### src/hw/rtl/spq_pkg.sv
package spq_pkg;

  localparam int DEPTH = 8;
  localparam int IDX_W = (DEPTH > 1) ? $clog2(DEPTH) : 1;
  localparam int CNT_W = $clog2(DEPTH + 1);
  localparam int VAL_W = 32;
  localparam int OCC_W = 4;
  localparam int STAT_W = 2;

  localparam logic [STAT_W-1:0] ST_OK    = 2'd0;
  localparam logic [STAT_W-1:0] ST_EMPTY = 2'd1;
  localparam logic [STAT_W-1:0] ST_FULL  = 2'd2;

  localparam logic [IDX_W-1:0] IDX_LAST = IDX_W'(DEPTH - 1);

  function automatic logic [IDX_W-1:0] idx_prev(input logic [IDX_W-1:0] idx);
    idx_prev = (idx == '0) ? IDX_LAST : idx - 1'b1;
  endfunction

  function automatic logic [IDX_W-1:0] idx_next(input logic [IDX_W-1:0] idx);
    idx_next = (idx == IDX_LAST) ? '0 : idx + 1'b1;
  endfunction

  // head plus count, wrapped once around the ring
  function automatic logic [IDX_W-1:0] idx_add(input logic [IDX_W-1:0] base,
                                                input logic [CNT_W-1:0] cnt);
    logic [IDX_W+CNT_W-1:0] sum;
    sum = (IDX_W+CNT_W)'(base) + (IDX_W+CNT_W)'(cnt);
    if (sum >= (IDX_W+CNT_W)'(DEPTH)) begin
      sum = sum - (IDX_W+CNT_W)'(DEPTH);
    end
    idx_add = sum[IDX_W-1:0];
  endfunction

endpackage

### src/hw/rtl/spq_store.sv
module spq_store (
  input  logic                       clk,
  input  logic                       we,
  input  logic [spq_pkg::IDX_W-1:0]  waddr,
  input  logic [spq_pkg::VAL_W-1:0]  wdata,
  input  logic [spq_pkg::IDX_W-1:0]  raddr,
  output logic [spq_pkg::VAL_W-1:0]  rdata
);
  import spq_pkg::*;

  logic [VAL_W-1:0] mem [DEPTH];

  always_ff @(posedge clk) begin
    if (we) begin
      mem[waddr] <= wdata;
    end
  end

  always_ff @(posedge clk) begin
    rdata <= mem[raddr];
  end

endmodule

### src/hw/rtl/sorted_priority_queue.sv
// Min-first priority queue of up to DEPTH signed 32-bit values, kept sorted in a
// ring store with one write port, one registered read port and a moving head. A
// delete takes the head entry and offers its result from S_OUT after S_DEL; a
// delete from an empty queue or an insert into a full one offers the empty or full
// status in the cycle after acceptance and leaves the queue unchanged. An insert
// walks from the tail, moving each strictly larger entry up one slot per cycle and
// placing the new value after any equal ones, so its result passes through S_PUT
// into S_OUT for an empty queue and otherwise through S_RD, one S_CMP per entry
// compared and S_PUT; the store's one write and one registered read per cycle set
// that pace. The block takes one transaction at a time and is ready again once its
// result has been taken.
module sorted_priority_queue (
  input  logic        clk,
  input  logic        rst,
  input  logic        s_tvalid,
  output logic        s_tready,
  input  logic [31:0] s_tdata,   // value[31:0]
  input  logic        s_tuser,   // action: 0 insert, 1 delete smallest
  output logic        m_tvalid,
  input  logic        m_tready,
  output logic [39:0] m_tdata    // status[1:0], removed_value[33:2], occupancy[37:34], zero
);
  import spq_pkg::*;

  typedef enum logic [5:0] {
    S_IDLE = 6'b000001,
    S_RD   = 6'b000010,
    S_CMP  = 6'b000100,
    S_PUT  = 6'b001000,
    S_DEL  = 6'b010000,
    S_OUT  = 6'b100000
  } state_t;

  state_t            state;
  logic [IDX_W-1:0]  head;
  logic [CNT_W-1:0]  count;
  logic [IDX_W-1:0]  pos;
  logic [CNT_W-1:0]  remain;
  logic [VAL_W-1:0]  val;
  logic [STAT_W-1:0] status;
  logic [VAL_W-1:0]  removed_value;
  logic [OCC_W-1:0]  occupancy;

  logic              we;
  logic [IDX_W-1:0]  raddr;
  logic [VAL_W-1:0]  wdata;
  logic [VAL_W-1:0]  rdata;
  logic              move_up;

  assign move_up = (state == S_CMP) && ($signed(val) < $signed(rdata));

  always_comb begin
    case (state)
      S_RD:    raddr = idx_prev(pos);
      S_CMP:   raddr = idx_prev(idx_prev(pos));  // prefetch for the next compare
      S_DEL:   raddr = head;
      default: raddr = head;
    endcase
  end

  assign we    = move_up || (state == S_PUT);
  assign wdata = (state == S_PUT) ? val : rdata;

  spq_store u_store (
    .clk   (clk),
    .we    (we),
    .waddr (pos),
    .wdata (wdata),
    .raddr (raddr),
    .rdata (rdata)
  );

  always_ff @(posedge clk) begin
    if (rst) begin
      state <= S_IDLE;
      head  <= '0;
      count <= '0;
    end else begin
      case (state)
        S_IDLE: begin
          if (s_tvalid) begin
            val           <= s_tdata;
            removed_value <= '0;
            status        <= ST_OK;
            occupancy     <= OCC_W'(count);
            pos           <= idx_add(head, count);
            remain        <= count;
            if (s_tuser) begin
              if (count == '0) begin
                status <= ST_EMPTY;
                state  <= S_OUT;
              end else begin
                state <= S_DEL;
              end
            end else if (count == CNT_W'(DEPTH)) begin
              status <= ST_FULL;
              state  <= S_OUT;
            end else if (count == '0) begin
              state <= S_PUT;
            end else begin
              state <= S_RD;
            end
          end
        end
        S_RD: begin
          state <= S_CMP;
        end
        S_CMP: begin
          if (move_up) begin
            pos    <= idx_prev(pos);
            remain <= remain - 1'b1;
            if (remain == CNT_W'(1)) begin
              state <= S_PUT;
            end
          end else begin
            state <= S_PUT;
          end
        end
        S_PUT: begin
          count     <= count + 1'b1;
          occupancy <= OCC_W'(count + 1'b1);
          state     <= S_OUT;
        end
        S_DEL: begin
          state <= S_OUT;
          // head data arrives this cycle; close the gap by moving the head
          removed_value <= rdata;
          head          <= idx_next(head);
          count         <= count - 1'b1;
          occupancy     <= OCC_W'(count - 1'b1);
        end
        S_OUT: begin
          if (m_tready) begin
            state <= S_IDLE;
          end
        end
        default: begin
          state <= S_IDLE;
        end
      endcase
    end
  end

  assign s_tready = (state == S_IDLE);
  assign m_tvalid = (state == S_OUT);
  assign m_tdata  = {2'b00, occupancy, removed_value, status};

endmodule

### config.mk
export PLATFORM = sky130hd
export DESIGN_NAME = sorted_priority_queue
export DESIGN_NICKNAME = d
export VERILOG_FILES = /design/src/hw/rtl/spq_pkg.sv /design/src/hw/rtl/spq_store.sv /design/src/hw/rtl/sorted_priority_queue.sv
export SDC_FILE = /design/constraint.sdc
export NUM_CORES = 1
export LEC_CHECK = 0
export BUFFER_PORTS_ARGS = -buffer_cell sky130_fd_sc_hd__buf_2
export CAP_MARGIN = 40
export CELL_PAD_IN_SITES_DETAIL_PLACEMENT = 1
export CELL_PAD_IN_SITES_GLOBAL_PLACEMENT = 2
export CORE_AREA = 2 2 179 181
export DETAILED_ROUTE_END_ITERATION = 10
export DIE_AREA = 0 0 181 183
export PLACE_DENSITY_LB_ADDON = 0.1
export SLEW_MARGIN = 10
export SYNTH_ARGS = -nofsm -noshare
export SYNTH_HDL_FRONTEND = slang
export SYNTH_SLANG_ARGS = --single-unit
### constraint.sdc
create_clock -name clk -period 9.2 [get_ports clk]
set_clock_uncertainty 0.2 [all_clocks]
set_input_delay 1.84 -clock clk [delete_from_list [all_inputs] [get_ports clk]]
set_output_delay 1.84 -clock clk [all_outputs]
set_load 0.05 [all_outputs]
==> results of run 1 <==
[area by class of cell]
class	instances	area (um^2)
Fill cell	2867	13900
Sequential cell	378	10900
Multi-Input combinational cell	420	3880
Clock buffer	54	1130
Timing Repair Buffer	97	538
Tap cell	402	503
Clock inverter	21	228
Inverter	43	161
[layout by cell type (no fill, tap or decap), drive strengths merged, types with 3 or more instances in the layout]
| master | n |
|---|---|
| nor3 | 7 |
| nand2b | 4 |
| nor2b | 6 |
| inv | 44 |
| nand3 | 4 |
| nor2 | 59 |
| nand2 | 62 |
| xnor2 | 6 |
| and3 | 3 |
| a21oi | 24 |
| mux2 | 34 |
| bufinv | 5 |
| buf | 97 |
| nand4 | 5 |
| dfxtp | 45 |
| a211oi | 4 |
| edfxtp | 333 |
| clkbuf | 54 |
| o21ai | 47 |
| or3 | 4 |
| o31a | 3 |
| nor4 | 3 |
| ha | 42 |
| a31oi | 4 |
| mux2i | 4 |
| clkinv | 14 |
| mux4 | 62 |
[cells by family after synthesis]
family,after synthesis,synth area share
other,1,0.000249
xor gates and xnor gates,8,0.00466
AOI/OAI and AO/OA,100,0.0398
DFF,378,0.725
adders and majority gates,43,0.0363
buffers and inverters,77,0.0230
muxes,100,0.121
and+or+nand+nor,167,0.0506
[worst reg2reg max path, stage by stage (launching register included)]
cell and delay (ns):
edfxtp_1 0.42, ha_1 0.34, a211o_1 0.30, a31oi_1 0.21
o311a_1 0.25, nor3_1 0.14, o311a_1 0.44, o31a_1 0.39
nor2_2 0.55, buf_4 0.48
[metal layers]
layer,routed length (um),vias to the layer above,global-route usage,share of wire
met5,21,-,0,0.00060
met4,829,4,0.0667,0.024
met3,1550,61,0.0409,0.045
met2,17500,175,0.366,0.50
met1,15000,4182,0.283,0.43
li1,-,3583,-,-
[state kept, by name, indices dropped and copies added (netlist names)]
register       cells
count              4
head               3
occupancy          4
pos                3
remain             4
removed_value     32
state              6
status             2
u_store.mem      256
u_store.rdata     32
val               32
[per-stage QoR]
step | area, um^2 | cells
finish | 17300 | 1415
global placement | 16000 | 1336
global route | 17300 | 1415
detailed placement | 16000 | 1338
floorplan | 15000 | 875
CTS | 17300 | 1413
[final timing paths]
kind	from	endpoint	cells past startpoint
hold reg to reg	head[1]	head[1]	2
hold / removal	head[1]	head[1]	2
setup reg to reg	val[2]	u_store.mem[3][16]	9
setup / recovery	val[2]	u_store.mem[3][16]	9
[report_power, final]
part | switching [mW] | internal, mW | total [mW]
combinational | 0.219 | 0.0737 | 0.292
sequential | 0.0304 | 1.93 | 1.96
clock | 0.645 | 1.00 | 1.65
==> flow_summary.toml, run 1 <==
[drt]
dr.first_iter.drc_count = 528
wirelength_mm = 34.8
vias_per_cell = 5.66
drc_errors = 0
wl_per_cell_um = 24.6
drtPass1Iterations = 5
vias = 8005
ant_nets = 0

[floorplanning]
die_y_um = 183
rows = 65
initial_utilization = 0.482
ios = 79
die_area_um2 = 33100
die_width_um = 181
coreArea_um2 = 31200

[clocking]
cts_root_buf = "clkbuf_16"
cts_tree = "built"
cts_buffer_depth = 3
cts.sinks = 378
clk_latency_ns = 0.53
postCtsSetupBuffers = 0
cts_resized = 0
holdBufCountCts = 0
clk_pin_slew_ns = 0.06
htreeDepth = 2
cts_buffers = 41

[global_route]
grt_pass1_vias = 8835
grt_use_total = 0.215
grt-ovfl-total = 0
grt_max_degree = 68
grt_pass1_wl_mm = 53.2
antenna_found_initial = 2

[logic_synthesis]
ys_seq_area_frac = 0.725
synth.most_common_cell = "edfxtp_1"
ys_ff_latch = 378
ys_types = 55
synth.area.top_cells = "edfxtp_1 66%, mux4_2 9.3%, dfxtp_1 6.0%"
syn_inst = 874
ys.flop_type = "edfxtp_1"
postSynth.asyncResetShare = 0
netlist_top_cells_count = "333 x edfxtp_1, 62 x mux4_2, 62 x nand2_1"
synth_top_area_cell = "edfxtp_1"
syn_area_um2 = 15000
synth_top_area_share = 0.665
avgSynthCellArea_um2 = 17.2
synth-edff-count = 333
synth_warnings = 0

[timing]
fin_crit_sh = 0.444
fmax_mhz = 245
worst_pin_slew_ns = 0.999
rsz0062_at_grt = "false"
final-max-slew-violation-count = 0
timing.final.ws_setup_ns = 5.11
setup_viol = 0
post-route-min-period_ns = 4.09
setup_tns_ns = 0
finalHoldViolCount = 0
holdWs_ns = 0.355
timing.slew.headroom = 0.327

[layout]
areaGrowthSynthToFinish_pct = 15.2
final_core_util = 0.555
n_antenna_cell = 0
nets = 1061
drive_gt1_frac = 0.265

[power_and_ir_drop]
powerDensity_nw_per_um2 = 225
power_mw = 3.90
p_leak_nw = 6.20
ir_drop_mv = 0.145

[critical_path]
cp_slowest_stage_delay_ns = 0.55
crit_family = "compound AO/OA/AOI/OAI gates"
crit_fanout = 22
start_kind = "flip-flop"
reg2reg_slack_ns = 5.11
path_cells = "ha_1 -> a211o_1 -> a31oi_1 -> o311a_1 -> nor3_1 -> o311a_1 -> o31a_1 -> nor2_2 -> buf_4"
worstPathArrival_ns = 4.06
critPathSlowestCell = "nor2_2"
path_common_cell = "o311a_1"
path_class = "flip-flop to flip-flop"
crit_buf_inv = 1
worstPathRequired_ns = 9.18
cp-end-kind = "flip-flop"

[placed_design]
io_buffers = 76
gp_congestion = 0.764
place_ws_ns = 4.53
dp_hpwl_mm = 21.0

[flow_run]
max-cap-violations = 0

[min_path]
hold_path_class = "flip-flop to flip-flop"

[run_status]
status = "completed"
(Power assumes the default switching activity.)
==> run 2: changes to the inputs <==
--- a/config.mk
+++ b/config.mk
@@ -9,9 +9,9 @@
 export CAP_MARGIN = 40
 export CELL_PAD_IN_SITES_DETAIL_PLACEMENT = 1
 export CELL_PAD_IN_SITES_GLOBAL_PLACEMENT = 2
-export CORE_AREA = 2 2 179 181
+export CORE_AREA = 2 2 184 186
 export DETAILED_ROUTE_END_ITERATION = 10
-export DIE_AREA = 0 0 181 183
+export DIE_AREA = 0 0 186 188
 export PLACE_DENSITY_LB_ADDON = 0.1
 export SLEW_MARGIN = 10
 export SYNTH_ARGS = -nofsm -noshare
==> constraint.sdc (replaced) <==
create_clock -name clk -period 4.2 [get_ports clk]
set_clock_uncertainty 0.2 [all_clocks]
set_input_delay 0.84 -clock clk [delete_from_list [all_inputs] [get_ports clk]]
set_output_delay 0.84 -clock clk [all_outputs]
set_load 0.05 [all_outputs]
==> run 2 against run 1 <==
Utilization shrank 2.3 points. First-iteration DRC count fell by 0.57%. Cell count up 4.0%. Clock power grew 120%. Total power up 120%. Clock-buffer cell count fell by 2. Sequential share of layout area is 0.97 points lower. Via count shrank 1.8%.
==> flow_summary.toml, run 2 (synthesized netlist as in run 1, its figures left out) <==
[timing]
fmax_mhz = 285
post-route-min-period_ns = 3.51
rsz0062_at_grt = "false"
final-max-slew-violation-count = 0
setup_viol = 0
finalHoldViolCount = 0
worst_pin_slew_ns = 0.954
timing.slew.headroom = 0.358
fin_crit_sh = 0.836
setup_tns_ns = 0

[global_route]
grt-ovfl-total = 0
grt_pass1_wl_mm = 52.0
grt_pass1_vias = 8733
antenna_found_initial = 2
grt_use_total = 0.201
grt_max_degree = 67

[layout]
final_common_cell = "edfxtp_1"
largest-register = "u_store.mem"
largest_reg_flops = 256
final_cell_mix = "333 x edfxtp_1, 85 x buf_2, 62 x nand2_1, 62 x mux4_2, 52 x nor2_1"
fillers = 3127
final_core_util = 0.532
drive_gt1_frac = 0.273
nets = 1069
areaGrowthSynthToFinish_pct = 17.0

[clocking]
postCtsSetupBuffers = 0
clk_latency_ns = 0.55
cts_buffers = 41
cts.sinks = 378
htreeDepth = 2
cts_tree = "built"
cts_resized = 0
holdBufCountCts = 0
cts_buffer_depth = 3
cts_root_buf = "clkbuf_16"
clk_pin_slew_ns = 0.06

[drt]
ant_nets = 0
vias = 7860
wl_per_cell_um = 22.9
dr.first_iter.drc_count = 525
vias_per_cell = 5.34
drc_errors = 0
wirelength_mm = 33.7
drtPass1Iterations = 5

[critical_path]
start_kind = "flip-flop"
path_class = "flip-flop to flip-flop"
crit_fanout = 66
worstPathArrival_ns = 3.72
reg2reg_slack_ns = 0.69
cp-end-kind = "flip-flop"
worstPathRequired_ns = 4.41

[placed_design]
dp_hpwl_mm = 20.6
gp_congestion = 0.768
io_buffers = 76

[floorplanning]
initial_utilization = 0.454
ios = 79
die_width_um = 186
die_area_um2 = 35000
rows = 67
die_y_um = 188
coreArea_um2 = 33100

[power_and_ir_drop]
ir_drop_mv = 0.380
p_leak_nw = 6.28
powerDensity_nw_per_um2 = 489

[flow_run]
max-cap-violations = 0

[run_status]
status = "completed"

[min_path]
hold_path_class = "input pin to flip-flop"
==> run 2: cell count changes in the layout (fill, tap and decap cells not counted), moves of 2 or more <==
| cell | before | now |
|---|---|---|
| buf_12 | 0 | 11 |
| buf_4 | 17 | 9 |
| buf_2 | 79 | 85 |
| clkbuf_16 | 43 | 41 |
| nor3_2 | 2 | 0 |
| nor3_4 | 0 | 2 |
==> run 2: path summary, 6_finish.rpt <==
kind              startpoint                end  cells after the start
setup reg to reg      pos[0]  u_store.rdata[25]                     10
hold reg to reg      head[1]            head[1]                      2
setup / recovery      pos[0]  u_store.rdata[25]                     10
hold / removal    s_tdata[5]             val[5]                      1
==> run 2: worst max-delay path, cell delays in order, from the launching register on <==
cell	delay [ns]
edfxtp_1	0.61
inv_1	0.13
ha_1	0.22
ha_1	0.19
nand2b_1	0.16
nand3_1	0.11
a21oi_1	0.10
a221oi_4	0.23
buf_12	0.47
mux4_2	0.59
mux2_2	0.32
==> run 2: per-layer routing <==
layer,GRT usage,part of all wire
met1,0.273,0.44
met2,0.334,0.50
met3,0.0371,0.043
met4,0.0545,0.019
met5,0,0
==> run 2: final cells by class <==
type | count | area [um^2] | area share
Clock buffer | 52 | 1090 | 0.0618
Timing Repair Buffer | 105 | 713 | 0.0405
Sequential cell | 378 | 10900 | 0.619
Inverter | 43 | 161 | 0.00917
Multi-Input combinational cell | 420 | 3890 | 0.221
Antenna cell | 1 | 2.50 | 0.000142
Tap cell | 448 | 561 | 0.0318
Clock inverter | 24 | 292 | 0.0166
==> run 2: power by group <==
group,switching (mW),internal [mW],total [mW]
Sequential,0.0636,4.24,4.30
Clock,1.45,2.22,3.67
Combinational,0.477,0.171,0.648
==> run 2: per-stage QoR <==
step / area (um^2) / cells / hold slack [ns] / power, mW / setup WS (ns)
2_1_floorplan: 15100 / 875 / 0.276 / 4.79 / 0.210
5_1_grt: 17600 / 1470 / 0.249 / 8.89 / 0.454
4_1_cts: 17600 / 1462 / 0.244 / 8.70 / 0.650
3_3_place_gp: 16200 / 1385 / 0.318 / 5.01 / 0.757
6_report: 17600 / 1471 / 0.271 / 8.62 / 0.687
3_5_place_dp: 16200 / 1386 / 0.338 / 5.03 / 0.650
